`src/rtl/abzsc_pkg.sv`:
```
// ----------------------------------------------------------------------------
// abzsc_pkg
// Shared types, constants and the CRC-32 byte step for the byte stream cipher.
// ----------------------------------------------------------------------------
package abzsc_pkg;

   // key schedule constants
   localparam logic [31:0] KEY_MUL_CONST  = 32'h0808_8405;
   localparam logic [31:0] CRC_POLY       = 32'hEDB8_8320;
   localparam logic [31:0] INIT_KEY_A_RST = 32'h1234_5678;
   localparam logic [31:0] INIT_KEY_B_RST = 32'h2345_6789;
   localparam logic [31:0] INIT_KEY_C_RST = 32'h3456_7890;

   // beat modes
   typedef enum logic [1:0] {
      MODE_DECRYPT  = 2'd0,
      MODE_ENCRYPT  = 2'd1,
      MODE_PASSWORD = 2'd2,
      MODE_UNUSED   = 2'd3
   } mode_type;

   // register indexes
   typedef enum logic [1:0] {
      CSR_ENABLE     = 2'd0,
      CSR_INIT_KEY_A = 2'd1,
      CSR_INIT_KEY_B = 2'd2,
      CSR_INIT_KEY_C = 2'd3
   } csr_index_type;

   // sequencer states
   typedef enum logic [5:0] {
      ST_IDLE  = 6'b000001,
      ST_KS    = 6'b000010,
      ST_CRCA  = 6'b000100,
      ST_MULB  = 6'b001000,
      ST_CRCC  = 6'b010000,
      ST_OUT   = 6'b100000
   } state_type;

   // operand select for the shared multiplier
   typedef struct packed {
      logic key_b_step;   // 1: key_b times constant, 0: keystream product t * (t ^ 1)
   } mul_ctrl_type;

   // one entry of the reflected crc-32 table
   function automatic logic [31:0] crc_table(input logic [7:0] idx);
      logic [31:0] c;
      c = {24'd0, idx};
      for (int i = 0; i < 8; i++) begin
         c = c[0] ? ((c >> 1) ^ CRC_POLY) : (c >> 1);
      end
      return c;
   endfunction

   // crc-32 update by one byte
   function automatic logic [31:0] crc_step(input logic [31:0] crc, input logic [7:0] b);
      return {8'd0, crc[31:8]} ^ crc_table(crc[7:0] ^ b);
   endfunction

endpackage

```
`src/rtl/abzsc_mul_unit.sv`:
```
// ----------------------------------------------------------------------------
// abzsc_mul_unit
// Shared 32x32 multiplier (low word) serving the keystream and key_b update.
// ----------------------------------------------------------------------------
module abzsc_mul_unit (
   input  abzsc_pkg::mul_ctrl_type ctrl,
   input  logic [31:0]             key_b,
   input  logic [31:0]             key_c,
   output logic [31:0]             product
);
   import abzsc_pkg::*;

   logic [15:0] ks_t;
   logic [31:0] op_a;
   logic [31:0] op_b;

   // keystream operand: low half of key_c with bit one forced high
   assign ks_t = {key_c[15:2], 1'b1, key_c[0]};

   // operand selection
   always_comb begin
      if (ctrl.key_b_step) begin
         op_a = key_b;
         op_b = KEY_MUL_CONST;
      end else begin
         op_a = {16'd0, ks_t};
         op_b = {16'd0, ks_t ^ 16'd1};
      end
   end

   assign product = op_a * op_b;

endmodule

```
`src/rtl/alternate_byte_zip_stream_cipher.sv`:
```
// ----------------------------------------------------------------------------
// alternate_byte_zip_stream_cipher
// Traditional zip-style byte stream cipher with three 32-bit keys; when enabled,
// even position bytes are transformed, odd ones pass, password beats feed the keys.
// ----------------------------------------------------------------------------
//  channel  direction  handshake            payload
//  req      in         req_valid/req_ready  data_byte, mode, start_of_file
//  rsp      out        rsp_valid/rsp_ready  out_byte
//  csr      in         csr_write_en         csr_index, csr_write_data
//
// one beat at a time; after the accept cycle a transformed byte passes through
// keystream multiply, key_a crc, key_b multiply and key_c crc (the multiplies
// on the shared multiplier), then waits in the output register until taken.
// pass-through bytes are presented the cycle after accept; a password beat
// frees the input after key_a crc, key_b multiply and key_c crc,
// or at once when the cipher is disabled.
// synchronous active-high reset loads the init keys with their reset values.
// ----------------------------------------------------------------------------
module alternate_byte_zip_stream_cipher (
   input  logic        clock,
   input  logic        reset,
   // request channel
   input  logic        req_valid,
   output logic        req_ready,
   input  logic [7:0]  req_data_byte,
   input  logic [1:0]  req_mode,
   input  logic        req_start_of_file,
   // response channel
   output logic        rsp_valid,
   input  logic        rsp_ready,
   output logic [7:0]  rsp_out_byte,
   // register write port
   input  logic        csr_write_en,
   input  logic [1:0]  csr_index,
   input  logic [31:0] csr_write_data
);
   import abzsc_pkg::*;

   state_type    state_ff, state_in;
   logic         enable_ff;
   logic [31:0]  init_a_ff, init_b_ff, init_c_ff;
   logic [31:0]  key_a_ff, key_a_in;
   logic [31:0]  key_b_ff, key_b_in;
   logic [31:0]  key_c_ff, key_c_in;
   logic         odd_ff, odd_in;
   logic [1:0]   mode_ff, mode_in;
   logic [7:0]   out_ff, out_in;
   logic [7:0]   absorb_ff, absorb_in;
   mul_ctrl_type mul_ctrl;
   logic [31:0]  mul_out;
   logic [31:0]  crc_a;
   logic         odd_eff;
   logic [7:0]   ks_byte;

   // shared multiplier
   assign mul_ctrl.key_b_step = (state_ff == ST_MULB);

   abzsc_mul_unit u_mul (
      .ctrl    (mul_ctrl),
      .key_b   (key_b_ff),
      .key_c   (key_c_ff),
      .product (mul_out)
   );

   assign ks_byte  = mul_out[15:8];
   assign crc_a    = crc_step(key_a_ff, absorb_ff);
   assign odd_eff  = req_start_of_file ? 1'b0 : odd_ff;

   assign req_ready    = (state_ff == ST_IDLE);
   assign rsp_valid    = (state_ff == ST_OUT);
   assign rsp_out_byte = out_ff;

   // sequencer and datapath next values
   always_comb begin
      state_in  = state_ff;
      key_a_in  = key_a_ff;
      key_b_in  = key_b_ff;
      key_c_in  = key_c_ff;
      odd_in    = odd_ff;
      mode_in   = mode_ff;
      out_in    = out_ff;
      absorb_in = absorb_ff;
      case (state_ff)
         ST_IDLE: begin
            if (req_valid) begin
               mode_in   = req_mode;
               out_in    = req_data_byte;
               absorb_in = req_data_byte;
               if (req_start_of_file) begin
                  key_a_in = init_a_ff;
                  key_b_in = init_b_ff;
                  key_c_in = init_c_ff;
                  odd_in   = 1'b0;
               end
               case (req_mode)
                  MODE_PASSWORD: begin
                     if (enable_ff) begin
                        state_in = ST_CRCA;
                     end
                  end
                  MODE_DECRYPT, MODE_ENCRYPT: begin
                     odd_in   = !odd_eff;
                     state_in = (enable_ff && !odd_eff) ? ST_KS : ST_OUT;
                  end
                  default: begin
                     state_in = ST_OUT;
                  end
               endcase
            end
         end
         ST_KS: begin
            out_in    = out_ff ^ ks_byte;
            absorb_in = (mode_ff == MODE_DECRYPT) ? (out_ff ^ ks_byte) : out_ff;
            state_in  = ST_CRCA;
         end
         ST_CRCA: begin
            key_a_in = crc_a;
            key_b_in = key_b_ff + {24'd0, crc_a[7:0]};
            state_in = ST_MULB;
         end
         ST_MULB: begin
            key_b_in = mul_out + 32'd1;
            state_in = ST_CRCC;
         end
         ST_CRCC: begin
            key_c_in = crc_step(key_c_ff, key_b_ff[31:24]);
            state_in = (mode_ff == MODE_PASSWORD) ? ST_IDLE : ST_OUT;
         end
         ST_OUT: begin
            if (rsp_ready) begin
               state_in = ST_IDLE;
            end
         end
         default: begin
            state_in = ST_IDLE;
         end
      endcase
   end

   // control and key registers
   always_ff @(posedge clock) begin
      if (reset) begin
         state_ff <= ST_IDLE;
         key_a_ff <= INIT_KEY_A_RST;
         key_b_ff <= INIT_KEY_B_RST;
         key_c_ff <= INIT_KEY_C_RST;
         odd_ff   <= 1'b0;
      end else begin
         state_ff <= state_in;
         key_a_ff <= key_a_in;
         key_b_ff <= key_b_in;
         key_c_ff <= key_c_in;
         odd_ff   <= odd_in;
      end
   end

   // payload registers
   always_ff @(posedge clock) begin
      mode_ff   <= mode_in;
      out_ff    <= out_in;
      absorb_ff <= absorb_in;
   end

   // configuration registers
   always_ff @(posedge clock) begin
      if (reset) begin
         enable_ff <= 1'b1;
         init_a_ff <= INIT_KEY_A_RST;
         init_b_ff <= INIT_KEY_B_RST;
         init_c_ff <= INIT_KEY_C_RST;
      end else if (csr_write_en) begin
         case (csr_index)
            CSR_ENABLE:     enable_ff <= csr_write_data[0];
            CSR_INIT_KEY_A: init_a_ff <= csr_write_data;
            CSR_INIT_KEY_B: init_b_ff <= csr_write_data;
            CSR_INIT_KEY_C: init_c_ff <= csr_write_data;
            default: begin
            end
         endcase
      end
   end

`ifndef NO_ASSERTIONS
   // input and output never open together
   a_one_beat: assert property (@(posedge clock) disable iff (reset)
      !(req_ready && rsp_valid))
      else $error("input accepted while a result is pending");

   // unused mode echoes the byte on the next cycle
   a_unused_echo: assert property (@(posedge clock) disable iff (reset)
      (req_valid && req_ready && req_mode == MODE_UNUSED)
      |=> (rsp_valid && rsp_out_byte == $past(req_data_byte)))
      else $error("unused mode did not echo the byte");

   // disabled password beat without a restart leaves the block idle
   a_pw_disabled: assert property (@(posedge clock) disable iff (reset)
      (req_valid && req_ready && req_mode == MODE_PASSWORD && !enable_ff
       && !req_start_of_file)
      |=> (req_ready && $stable(key_a_ff) && $stable(key_c_ff)))
      else $error("disabled password beat changed state");

   // taken result frees the input on the next cycle
   a_rsp_release: assert property (@(posedge clock) disable iff (reset)
      (rsp_valid && rsp_ready) |=> req_ready)
      else $error("input not released after result taken");

   // odd position toggles on every accepted cipher beat without a restart
   a_odd_toggle: assert property (@(posedge clock) disable iff (reset)
      (req_valid && req_ready && !req_start_of_file
       && (req_mode == MODE_DECRYPT || req_mode == MODE_ENCRYPT))
      |=> (odd_ff != $past(odd_ff)))
      else $error("odd position did not toggle");
`endif

endmodule

```
`config.mk`:
```
export PLATFORM = sky130hd
export DESIGN_NAME = alternate_byte_zip_stream_cipher
export DESIGN_NICKNAME = d
export VERILOG_FILES = /design/src/rtl/abzsc_pkg.sv /design/src/rtl/abzsc_mul_unit.sv /design/src/rtl/alternate_byte_zip_stream_cipher.sv
export SDC_FILE = /design/constraint.sdc
export NUM_CORES = 1
export LEC_CHECK = 0
export ABC_AREA = 1
export BUFFER_PORTS_ARGS = -buffer_cell sky130_fd_sc_hd__buf_4
export CAP_MARGIN = 0
export CORE_ASPECT_RATIO = 0.9
export CORE_MARGIN = 10
export CORE_UTILIZATION = 30
export CTS_CLUSTER_SIZE = 12
export DETAILED_ROUTE_END_ITERATION = 10
export PLACE_DENSITY = 0.47
export SLEW_MARGIN = 20
export SYNTH_ARGS = -nofsm -noshare
export SYNTH_HDL_FRONTEND = slang
export SYNTH_SLANG_ARGS = --single-unit
```
`constraint.sdc`:
```
create_clock -name clock -period 19.7 [get_ports clock]
set_input_delay 2.955 -clock clock [delete_from_list [all_inputs] [get_ports clock]]
set_output_delay 2.955 -clock clock [all_outputs]
set_load 0.01 [all_outputs]
```
# Yosys cells after proc, flatten, opt, wreduce, memory -nomap -nowiden
# Cells that the tools add are included.
[totals] regBits=218 output_inout_bits=10 in_bits=50 elab_cells=113
[op_classes] n_reduce_logical=20 n_eq_ne=16 n_bitwise=22 muxes=40 mul=1 addsub=2
[ops] operator="32-bit two-way mux" count=23
[ops] operator="13-bit NOT with 14-bit output" count=14
[ops] operator="32-bit case mux with 2 select lines" count=2
[ops] operator="32-bit case mux with 3 select lines" count=1
[ops] operator="24-bit by 32-bit XOR with 32-bit output" count=2
[ops] operator="6-bit case mux with 6 select lines" count=1
[ops] operator="32-bit by 1-bit adder with 32-bit output (second input constant)" count=1
[ops] operator="32-bit by 8-bit adder with 32-bit output" count=1
[ops] operator="32-bit by 28-bit multiplier with 32-bit output" count=1
[ops] operator="8-bit case mux with 2 select lines" count=2
[ops] operator="6-bit two-way mux" count=5
[ops] operator="28-bit two-way mux" count=1
[ops] operator="1-bit NOT with 14-bit output" count=2
[ops] operator="8-bit XOR" count=3
[ops] operator="8-bit two-way mux" count=2
[ops] operator="6-bit case mux with 2 select lines" count=1
[ops] operator="2-bit AND reduction" count=6
[ops] operator="3-bit AND reduction" count=4
[ops] operator="2-bit equality test (second input constant)" count=4
[ops] operator="6-bit by 1-bit equality test with 1-bit output (second input constant)" count=1
[ops] operator="6-bit by 2-bit equality test with 1-bit output (second input constant)" count=1
[ops] operator="6-bit by 3-bit equality test with 1-bit output (second input constant)" count=1
[ops] operator="6-bit by 4-bit equality test with 1-bit output (second input constant)" count=1
[ops] operator="6-bit by 5-bit equality test with 1-bit output (second input constant)" count=1
[ops] operator="other kinds (13)" count=20

# Depth between registers and ports, before layout
# Gate-level depths: netlist of the first run.
[logic_depth] depth_word=20 ltp_mapped=44 mapped_depth_nobuf=41

# Hierarchy
# Synthesis of the first run repeated with hierarchy kept, for this count alone.
[hier_totals] hier_cells=3431 area_unflattened_um2=25060.3
[by_module_without_submodules] module="alternate_byte_zip_stream_cipher" cells_per_inst=1938 seq_area_each_um2=4544.4 n_inst=1 area_per_inst_um2=12927.4
[by_module_without_submodules] module="abzsc_mul_unit" cells_per_inst=1493 seq_area_each_um2=0.0 n_inst=1 area_per_inst_um2=12132.9

# Worst setup path before layout of the first run
# Ideal clock, no wire load.
[synth_timing] kind="register to register" start="register state_ff[4]" end="register key_b_ff[22]" t_required_ns=19.588 arrival_time_ns=7.150 setup_slack_ns=12.438 stages_incl_launch_ff=41 setup_time_ns=0.112 synth_period_minus_slack_ns=7.262 path_cell_list="dfxtp_1 -> nor2_4 -> nand3_2 -> buf_2 -> inv_1 -> buf_2 -> buf_2 -> nor2_1 -> inv_1 -> nor2_1 -> inv_1 -> fa_1 -> inv_1 -> fa_1 -> fa_1 -> inv_1 -> fa_1 -> inv_1 -> [5 not listed] -> ha_1 -> nand2_1 -> nor2_1 -> inv_1 -> nor2_1 -> nand2_1 -> nand3_1 -> xnor2_1 -> nor2_4 -> nand3_2 -> nor2_2 -> nand2_1 -> nand2_1 -> o21ai_1 -> nand2_1 -> nand2_1 -> nand2_1 -> nand2_1"
[synth_via] elab_chain_cells=5
[synth_rtl] element="start, declared" line_no="alternate_byte_zip_stream_cipher.sv:39" source="state_type state_ff, state_in;"
[synth_rtl] element="start signal, assigned" line_no="alternate_byte_zip_stream_cipher.sv:149" source="state_ff <= state_in;"
[synth_rtl] element="6-bit by 4-bit equality test with 1-bit output" line_no="alternate_byte_zip_stream_cipher.sv:56, alternate_byte_zip_stream_cipher.sv:83"
[synth_rtl] element="32-bit two-way mux / 28-bit two-way mux (equally long branches)" line_no="abzsc_mul_unit.sv:22" source="if (ctrl.key_b_step) begin"
[synth_rtl] element="32-bit by 28-bit multiplier with 32-bit output" line_no="abzsc_mul_unit.sv:31" source="assign product = op_a * op_b;"
[synth_rtl] element="32-bit by 1-bit adder with 32-bit output" line_no="alternate_byte_zip_stream_cipher.sv:122" source="key_b_in = mul_out + 32'd1;"
[synth_rtl] element="32-bit case mux with 3 select lines" line_no="alternate_byte_zip_stream_cipher.sv:83" source="case (state_ff)"
[synth_rtl] element="end signal, assigned" line_no="alternate_byte_zip_stream_cipher.sv:151" source="key_b_ff <= key_b_in;"
[synth_rtl] element="end, declared" line_no="alternate_byte_zip_stream_cipher.sv:43" source="logic [31:0] key_b_ff, key_b_in;"
# Several ways; a longest one is shown, not always the timed one.
# A chain may end at the register's enable or synchronous reset.

# Worst setup path after layout of the first run
[layout_timing] start="register state_ff[4]" end="register key_b_ff[27]"
# Same word-level chain as after synthesis.

==> results by group, run 1 <==
Logic synthesis
  – Synth area leader: fa_1
  – Post-synth EDFFs: 18
  – Yosys warns: 0
  – Mapped cell area: between 20000 and 30000 sq um
  – Share of the synthesized area in the top cell type: 0.254
  – Post-Syn Instances: approximately 3400
  – Netlist cell types: 59
  – Mean post-synth cell area: 7.29 sq um
  – Cell with the most instances after synthesis: inv_1
  – Synth Register Bits: between 200 and 250
  – Synth area leaders: fa_1 (25%), dfxtp_1 (16%), inv_1 (11%), nand2_1 (9.4%), nor2_1 (6.3%)
  – Sequential fraction of the synthesis area: 0.181
  – Synth cell count leaders: inv_1 (743), nand2_1 (627), nor2_1 (420)
  – Fraction of registers with async set/reset: 0
  – Dominant synthesized flop cell: dfxtp_1

Placement
  – Area of placed instances: 27000 sq um
  – Final Wtd Congestion: 0.946
  – Port bufs: a little under 60
  – Estimated wirelength of the detail-placed design: 76200 um

Drt
  – Post-route DRC: 0
  – Via Count: between 20000 and 25000
  – Post-route ant nets: 0
  – Total Wirelength: 92800 um
  – First-pass DRT Iterations: 6
  – Starting DRT DRC Count: 1962
  – Avg Vias per Cell: around 4.7
  – Routed length per instance: roughly 20 um

Setup path
  – Bufs and invs on worst path: 7
  – Crit path largest cell delay: 0.91 ns
  – Most common cell on crit path: fa_1
  – WS Path Type: flop to flop
  – CP top delay family: adder cells
  – Crit path max fanout: 38
  – Crit end category: flop
  – Critical path's slowest cell: nor2_1
  – Worst Path Arrival: between 9 and 10 ns
  – Worst Path Required: ~20 ns
  – Worst setup SP type: flop

Clock tree
  – Hold buffer count at cts: 0
  – Post-cts sizing count: 0
  – Clock transition at path regs: ~0.060 ns
  – CTS root buffer: clkbuf_16
  – Clock latency at the later pin of the worst-skew pair: roughly 0.56 ns
  – Sink Count: 218
  – Clk buf depth: 3
  – H-tree level count: 1
  – # Post-CTS Setup Buffers: 0
  – CTS tree: yes
  – CTS Buf Count: 24

Timing
  – Fin crit share: 0.472
  – TNS Setup: 0 ns
  – Tmin final: about 9.3 ns
  – Final setup viols: 0
  – Pins Over Slew Limit: 0
  – Unrepaired setup endpoints after global routing: false
  – Hold Vio Cnt, Final: 0
  – Skew final: roughly 0.023 ns
  – Slew headroom: 0.285
  – Hold slack: approximately 0.45 ns
  – Fmax: ~110 MHz
  – Actual slew at the worst max-slew pin: roughly 1.1 ns

Global route
  – Grt ovf: 0
  – Vias in the first global route: 21800
  – Initial antenna violation count: 1
  – Pin count of the biggest net entering global routing: 90
  – First-pass GRT wire length: approximately 140000 um
  – All-Layer GR Usage: 0.191

Layout
  – FF/Latch Area: around 4500 sq um
  – Post-layout instance area: between 20000 and 30000 sq um
  – Nets: 4020
  – Area growth, synth to finish: 10.9%
  – Multi-input gate area: around 18000 sq um
  – Layout cells sized above 1: 0.0522
  – Fillers: a little over 9000
  – Final core occ: 0.336

Floorplan
  – Die area: roughly 96000 sq um
  – Ports: 60
  – Initial Util: 0.303
  – Die height: about 290 um
  – # rows: 100
  – Die width: around 320 um
  – Core ar.: between 80000 and 90000 sq um

Run
  – Max cap viols: 0

Worst hold path
  – Worst hold path type: flop to flop

Run status
  – Outcome: finished clean
-- registers in the layout, summed over array words and instances, names as in the netlist --
name,count
key_a_ff,32
init_b_ff,32
key_b_ff,32
absorb_ff,8
key_c_ff,32
init_c_ff,32
mode_ff,2
odd_ff,1
enable_ff,1
init_a_ff,32
rsp_out_byte,8
state_ff,6
-- metal layers --
| metal | routed length, um | global-route usage |
|---|---|---|
| met1 | 45500 | 0.284 |
| met3 | 6120 | 0.0322 |
| met5 | 0 | 0 |
| met2 | 39100 | 0.286 |
| met4 | 2160 | 0.0424 |
-- worst paths after layout --
path	startpoint	endpoint	slack, ns	cells past startpoint
worst max-delay path	state_ff[4]$_SDFFE_PP0P_	key_b_ff[27]$_SDFFE_PP0P_	10.41	33
worst min register to register	init_c_ff[6]$_SDFFE_PP0P_	init_c_ff[6]$_SDFFE_PP0P_	0.45	2
worst max register to register	state_ff[4]$_SDFFE_PP0P_	key_b_ff[27]$_SDFFE_PP0P_	10.41	33
worst min-delay path	init_c_ff[6]$_SDFFE_PP0P_	init_c_ff[6]$_SDFFE_PP0P_	0.45	2
-- through the flow --
step	setup slack, ns	cells
after floorplan	12.44	3525
final	10.41	4668
after global routing	9.76	4667
after global placement	10.50	4626
after CTS	10.47	4667
after detailed placement	10.55	4626
-- worst min-delay path: stages (launching register included) --
cell and delay [ns]:
dfxtp_1 0.30, inv_1 0.06, a21oi_1 0.05
-- final cells by class --
class	instances	share of cell area
diodes	1	0.0000900
clock buffers	37	0.0259
clock inverters	4	0.00216
inverters	763	0.103
multi-input cells	2437	0.632
flip-flops and latches	218	0.163
well taps	1122	0.0505
repair buffers	86	0.0232
-- cell usage in the layout, fill, tap and decap left out, types with 9 or more instances in the layout --
cell type	netlist	routed
a21oi_1	113	113
a31oi_1	12	12
buf_4	2	86
clkbuf_16	0	24
clkinv_1	12	12
conb_1	2	87
dfxtp_1	200	200
edfxtp_1	18	18
fa_1	318	318
ha_1	122	122
inv_1	743	740
inv_2	8	10
nand2_1	627	627
nand3_1	158	158
nand3b_1	9	9
nand4_1	39	39
nor2_1	420	418
nor2_2	12	14
nor3_1	14	13
o211ai_1	36	36
o21ai_0	233	231
o21ai_1	11	13
o221ai_1	13	13
xnor2_1	63	63
xor2_1	76	76
-- cells by family after synthesis --
family,share of synthesized area
other,0.000299
buffers and inverters,0.131
and+or+nand+nor,0.219
DFF,0.181
AOI/OAI and AO/OA,0.0969
adders and majority gates,0.315
xor gates and xnor gates,0.0561
Power of run 1 is left out: the tool's default activity adds up to more than one toggle a clock period on the data nets, which glitch-free logic cannot reach.
==> inputs of run 2 (changes only) <==
--- a/config.mk
+++ b/config.mk
@@ -5,7 +5,7 @@
 export SDC_FILE = /design/constraint.sdc
 export NUM_CORES = 1
 export LEC_CHECK = 0
-export ABC_AREA = 1
+export ABC_AREA = 0
 export BUFFER_PORTS_ARGS = -buffer_cell sky130_fd_sc_hd__buf_4
 export CAP_MARGIN = 0
 export CORE_ASPECT_RATIO = 0.9
@@ -13,7 +13,7 @@
 export CORE_UTILIZATION = 30
 export CTS_CLUSTER_SIZE = 12
 export DETAILED_ROUTE_END_ITERATION = 10
-export PLACE_DENSITY = 0.47
+export PLACE_DENSITY = 0.49
 export SLEW_MARGIN = 20
 export SYNTH_ARGS = -nofsm -noshare
 export SYNTH_HDL_FRONTEND = slang
==> constraint.sdc (replaced) <==
create_clock -name clock -period 8.4 [get_ports clock]
set_input_delay 1.26 -clock clock [delete_from_list [all_inputs] [get_ports clock]]
set_output_delay 1.26 -clock clock [all_outputs]
set_load 0.01 [all_outputs]
==> run 2 against run 1 <==
Net effect: count of clock-buffer cells in the layout rose by 1; register-to-register slack worse by 10 ns; flip-flop and latch count unchanged; largest cell class unchanged.
==> results by group, run 2 <==
Setup path
  – Crit path max fanout: 48 (+26%)
  – Worst setup SP type: flop
  – Worst Path Required: 8.84 ns (-11.29 ns)
  – Bufs and invs on worst path: 7 (unchanged)
  – WS Path Type: flop to flop
  – Most common cell on crit path: fa_1
  – Crit path largest cell delay: 0.57 ns (-0.34 ns)
  – Critical path's slowest cell: or4b_4
  – CP top delay family: adder cells
  – Worst Path Arrival: 8.54 ns (-1.18 ns)
  – Crit end category: flop

Clock tree
  – CTS Buf Count: 25 (+4.2%)
  – H-tree level count: 1 (unchanged)
  – Hold buffer count at cts: 0 (unchanged)
  – CTS tree: yes
  – Sink Count: 218 (unchanged)
  – Clock transition at path regs: 0.07 ns (about the same)
  – Clock latency at the later pin of the worst-skew pair: 0.57 ns (about the same)
  – CTS root buffer: clkbuf_16
  – Clk buf depth: 3 (unchanged)

Logic synthesis
  – Yosys warns: 0 (unchanged)
  – Synth area leader: fa_1
  – Post-Syn Instances: 2868 (-17%)
  – Sequential fraction of the synthesis area: 0.189 (+0.00827)
  – Synth area leaders: fa_1 (27%), dfxtp_1 (17%), inv_1 (7.7%), ha_1 (6.4%), nand2_1 (6.3%)
  – Mapped cell area: 24000 sq um (-4.4%)
  – Fraction of registers with async set/reset: 0 (unchanged)
  – Cell with the most instances after synthesis: inv_1
  – Post-synth EDFFs: 18 (unchanged)
  – Dominant synthesized flop cell: dfxtp_1
  – Share of the synthesized area in the top cell type: 0.265 (+0.0116)
  – Mean post-synth cell area: 8.36 sq um (+15%)
  – Synth Register Bits: 218 (unchanged)
  – Synth cell count leaders: inv_1 (491), nand2_1 (401), fa_1 (318)
  – Netlist cell types: 92 (+56%)

Floorplan
  – Die area: 91700 sq um (-4.1%)
  – Core ar.: 79300 sq um (-4.2%)
  – Die height: 288 um (-2.1%)
  – Die width: 318 um (-2.1%)
  – Initial Util: 0.302 (-0.000455)
  – # rows: 98 (-2.0%)
  – Ports: 60 (unchanged)

Timing
  – Tmin final: 8.11 ns (-1.18 ns)
  – Worst Slack Setup Final: 0.292 ns (-10.12 ns)
  – Fin crit share: 0.965 (+0.494)
  – TNS Setup: 0 ns (unchanged)
  – Slew headroom: 0.245 (-0.0408)
  – Hold Vio Cnt, Final: 0 (unchanged)
  – Hold slack: 0.456 ns (+0.00415 ns)
  – Skew final: 0.0339 ns (+0.0109 ns)
  – Unrepaired setup endpoints after global routing: true
  – Pins Over Slew Limit: 0 (unchanged)
  – Final setup viols: 0 (unchanged)
  – Actual slew at the worst max-slew pin: 1.13 ns (+0.0688 ns)
  – Fmax: 123 MHz (+15%)

Drt
  – Total Wirelength: 81000 um (-13%)
  – First-pass DRT Iterations: 5 (-1)
  – Starting DRT DRC Count: 1609 (-18%)
  – Via Count: 19400 (-11%)
  – Post-route ant nets: 0 (unchanged)
  – Post-route DRC: 0 (unchanged)
  – Routed length per instance: 19.8 um (-0.19%)
  – Avg Vias per Cell: 4.75 (+1.6%)

Layout
  – FF/Latch Area: 4540 sq um (unchanged)
  – Leading cell type in the layout, fill and taps excluded: inv_1
  – Most frequent cells in the layout: inv_1 (490), nand2_1 (396), fa_1 (318), dfxtp_1 (200), buf_4 (171)
  – Multi-input gate area: 17500 sq um (-0.30%)
  – Fillers: 8325 (-8.6%)
  – Nets: 3504 (-13%)
  – Final core occ: 0.346 (+0.0100)
  – Layout cells sized above 1: 0.0993 (+0.0471)
  – Area growth, synth to finish: 14.4%

Placement
  – Final Wtd Congestion: 0.887 (-6.2%)
  – Port bufs: 59 (unchanged)
  – DP Worst Slack: 0.0936 ns (-10.46 ns)
  – Estimated wirelength of the detail-placed design: 64700 um (-15%)

Worst hold path
  – Worst hold path type: flop to flop

Global route
  – Pin count of the biggest net entering global routing: 92 (+2.2%)
  – Initial antenna violation count: 2 (+1)
  – Grt ovf: 0 (unchanged)
  – Vias in the first global route: 19300 (-11%)
  – First-pass GRT wire length: 123000 um (-12%)
  – All-Layer GR Usage: 0.173 (-0.0182)

Run
  – Max cap viols: 0 (unchanged)

Run status
  – Outcome: finished clean
[run 2: through the flow]
step,std cells,area (sq um)
final,4083,27400
after global routing,4082,27400
after CTS,4081,27300
after detailed placement,4036,26500
after global placement,4036,26500
after floorplan,2953,24300
[run 2: final cells by class]
class,instances,share of cell area
diodes,1,0.0000912
repair buffers,175,0.0493
flip-flops and latches,218,0.166
well taps,1050,0.0479
clock inverters,7,0.00301
multi-input cells,2099,0.639
inverters,495,0.0679
clock buffers,38,0.0275
[run 2: metal layers]
layer | GRT usage | routed length, um | share of wire | vias up
li1 | - | - | - | 9314
met1 | 0.254 | 39000 | 0.48 | 9437
met2 | 0.255 | 34100 | 0.42 | 546
met3 | 0.0350 | 5590 | 0.069 | 95
met4 | 0.0446 | 2280 | 0.028 | 2
met5 | 0 | 18 | 0.00022 | -
[run 2: final timing paths]
check	slack, ns	endpoint	cells after the start	startpoint
worst max-delay path	0.29	key_b_ff[26]$_SDFFE_PP0P_	29	state_ff[0]$_SDFFE_PP1P_
worst min-delay path	0.46	init_c_ff[27]$_SDFFE_PP0P_	2	init_c_ff[27]$_SDFFE_PP0P_
worst max register to register	0.29	key_b_ff[26]$_SDFFE_PP0P_	29	state_ff[0]$_SDFFE_PP1P_
worst min register to register	0.46	init_c_ff[27]$_SDFFE_PP0P_	2	init_c_ff[27]$_SDFFE_PP0P_
[run 2: worst min-delay path: cells and delay by family (launching register included)]
family	cells	cell delay, ns
AO/OA/AOI/OAI	1	0.05
AND/OR/NAND/NOR	1	0.05
flip-flops	1	0.31
[run 2: cells by family (layout without fill, tap and decap cells)]
| group | Yosys count | in the layout | share of synthesized area |
|---|---|---|---|
| XOR/XNOR | 243 | 243 | 0.0897 |
| multiplexers | 7 | 7 | 0.00313 |
| flip-flops | 218 | 218 | 0.189 |
| AND/OR/NAND/NOR | 900 | 900 | 0.176 |
| adder cells (fa/ha/maj) | 440 | 440 | 0.329 |
| other | 2 | 88 | 0.000313 |
| buffers and inverters | 636 | 715 | 0.100 |
| AO/OA/AOI/OAI | 422 | 422 | 0.112 |
[run 2: repair_timing]
| item | 4_1_cts | 5_1_grt |
|---|---|---|
| endpoints found under the setup margin | 0 | 16 |
| setup buffers | 0 | 1 |
| gates resized for setup | 0 | 37 |
Power of run 2 is left out for the same reason.
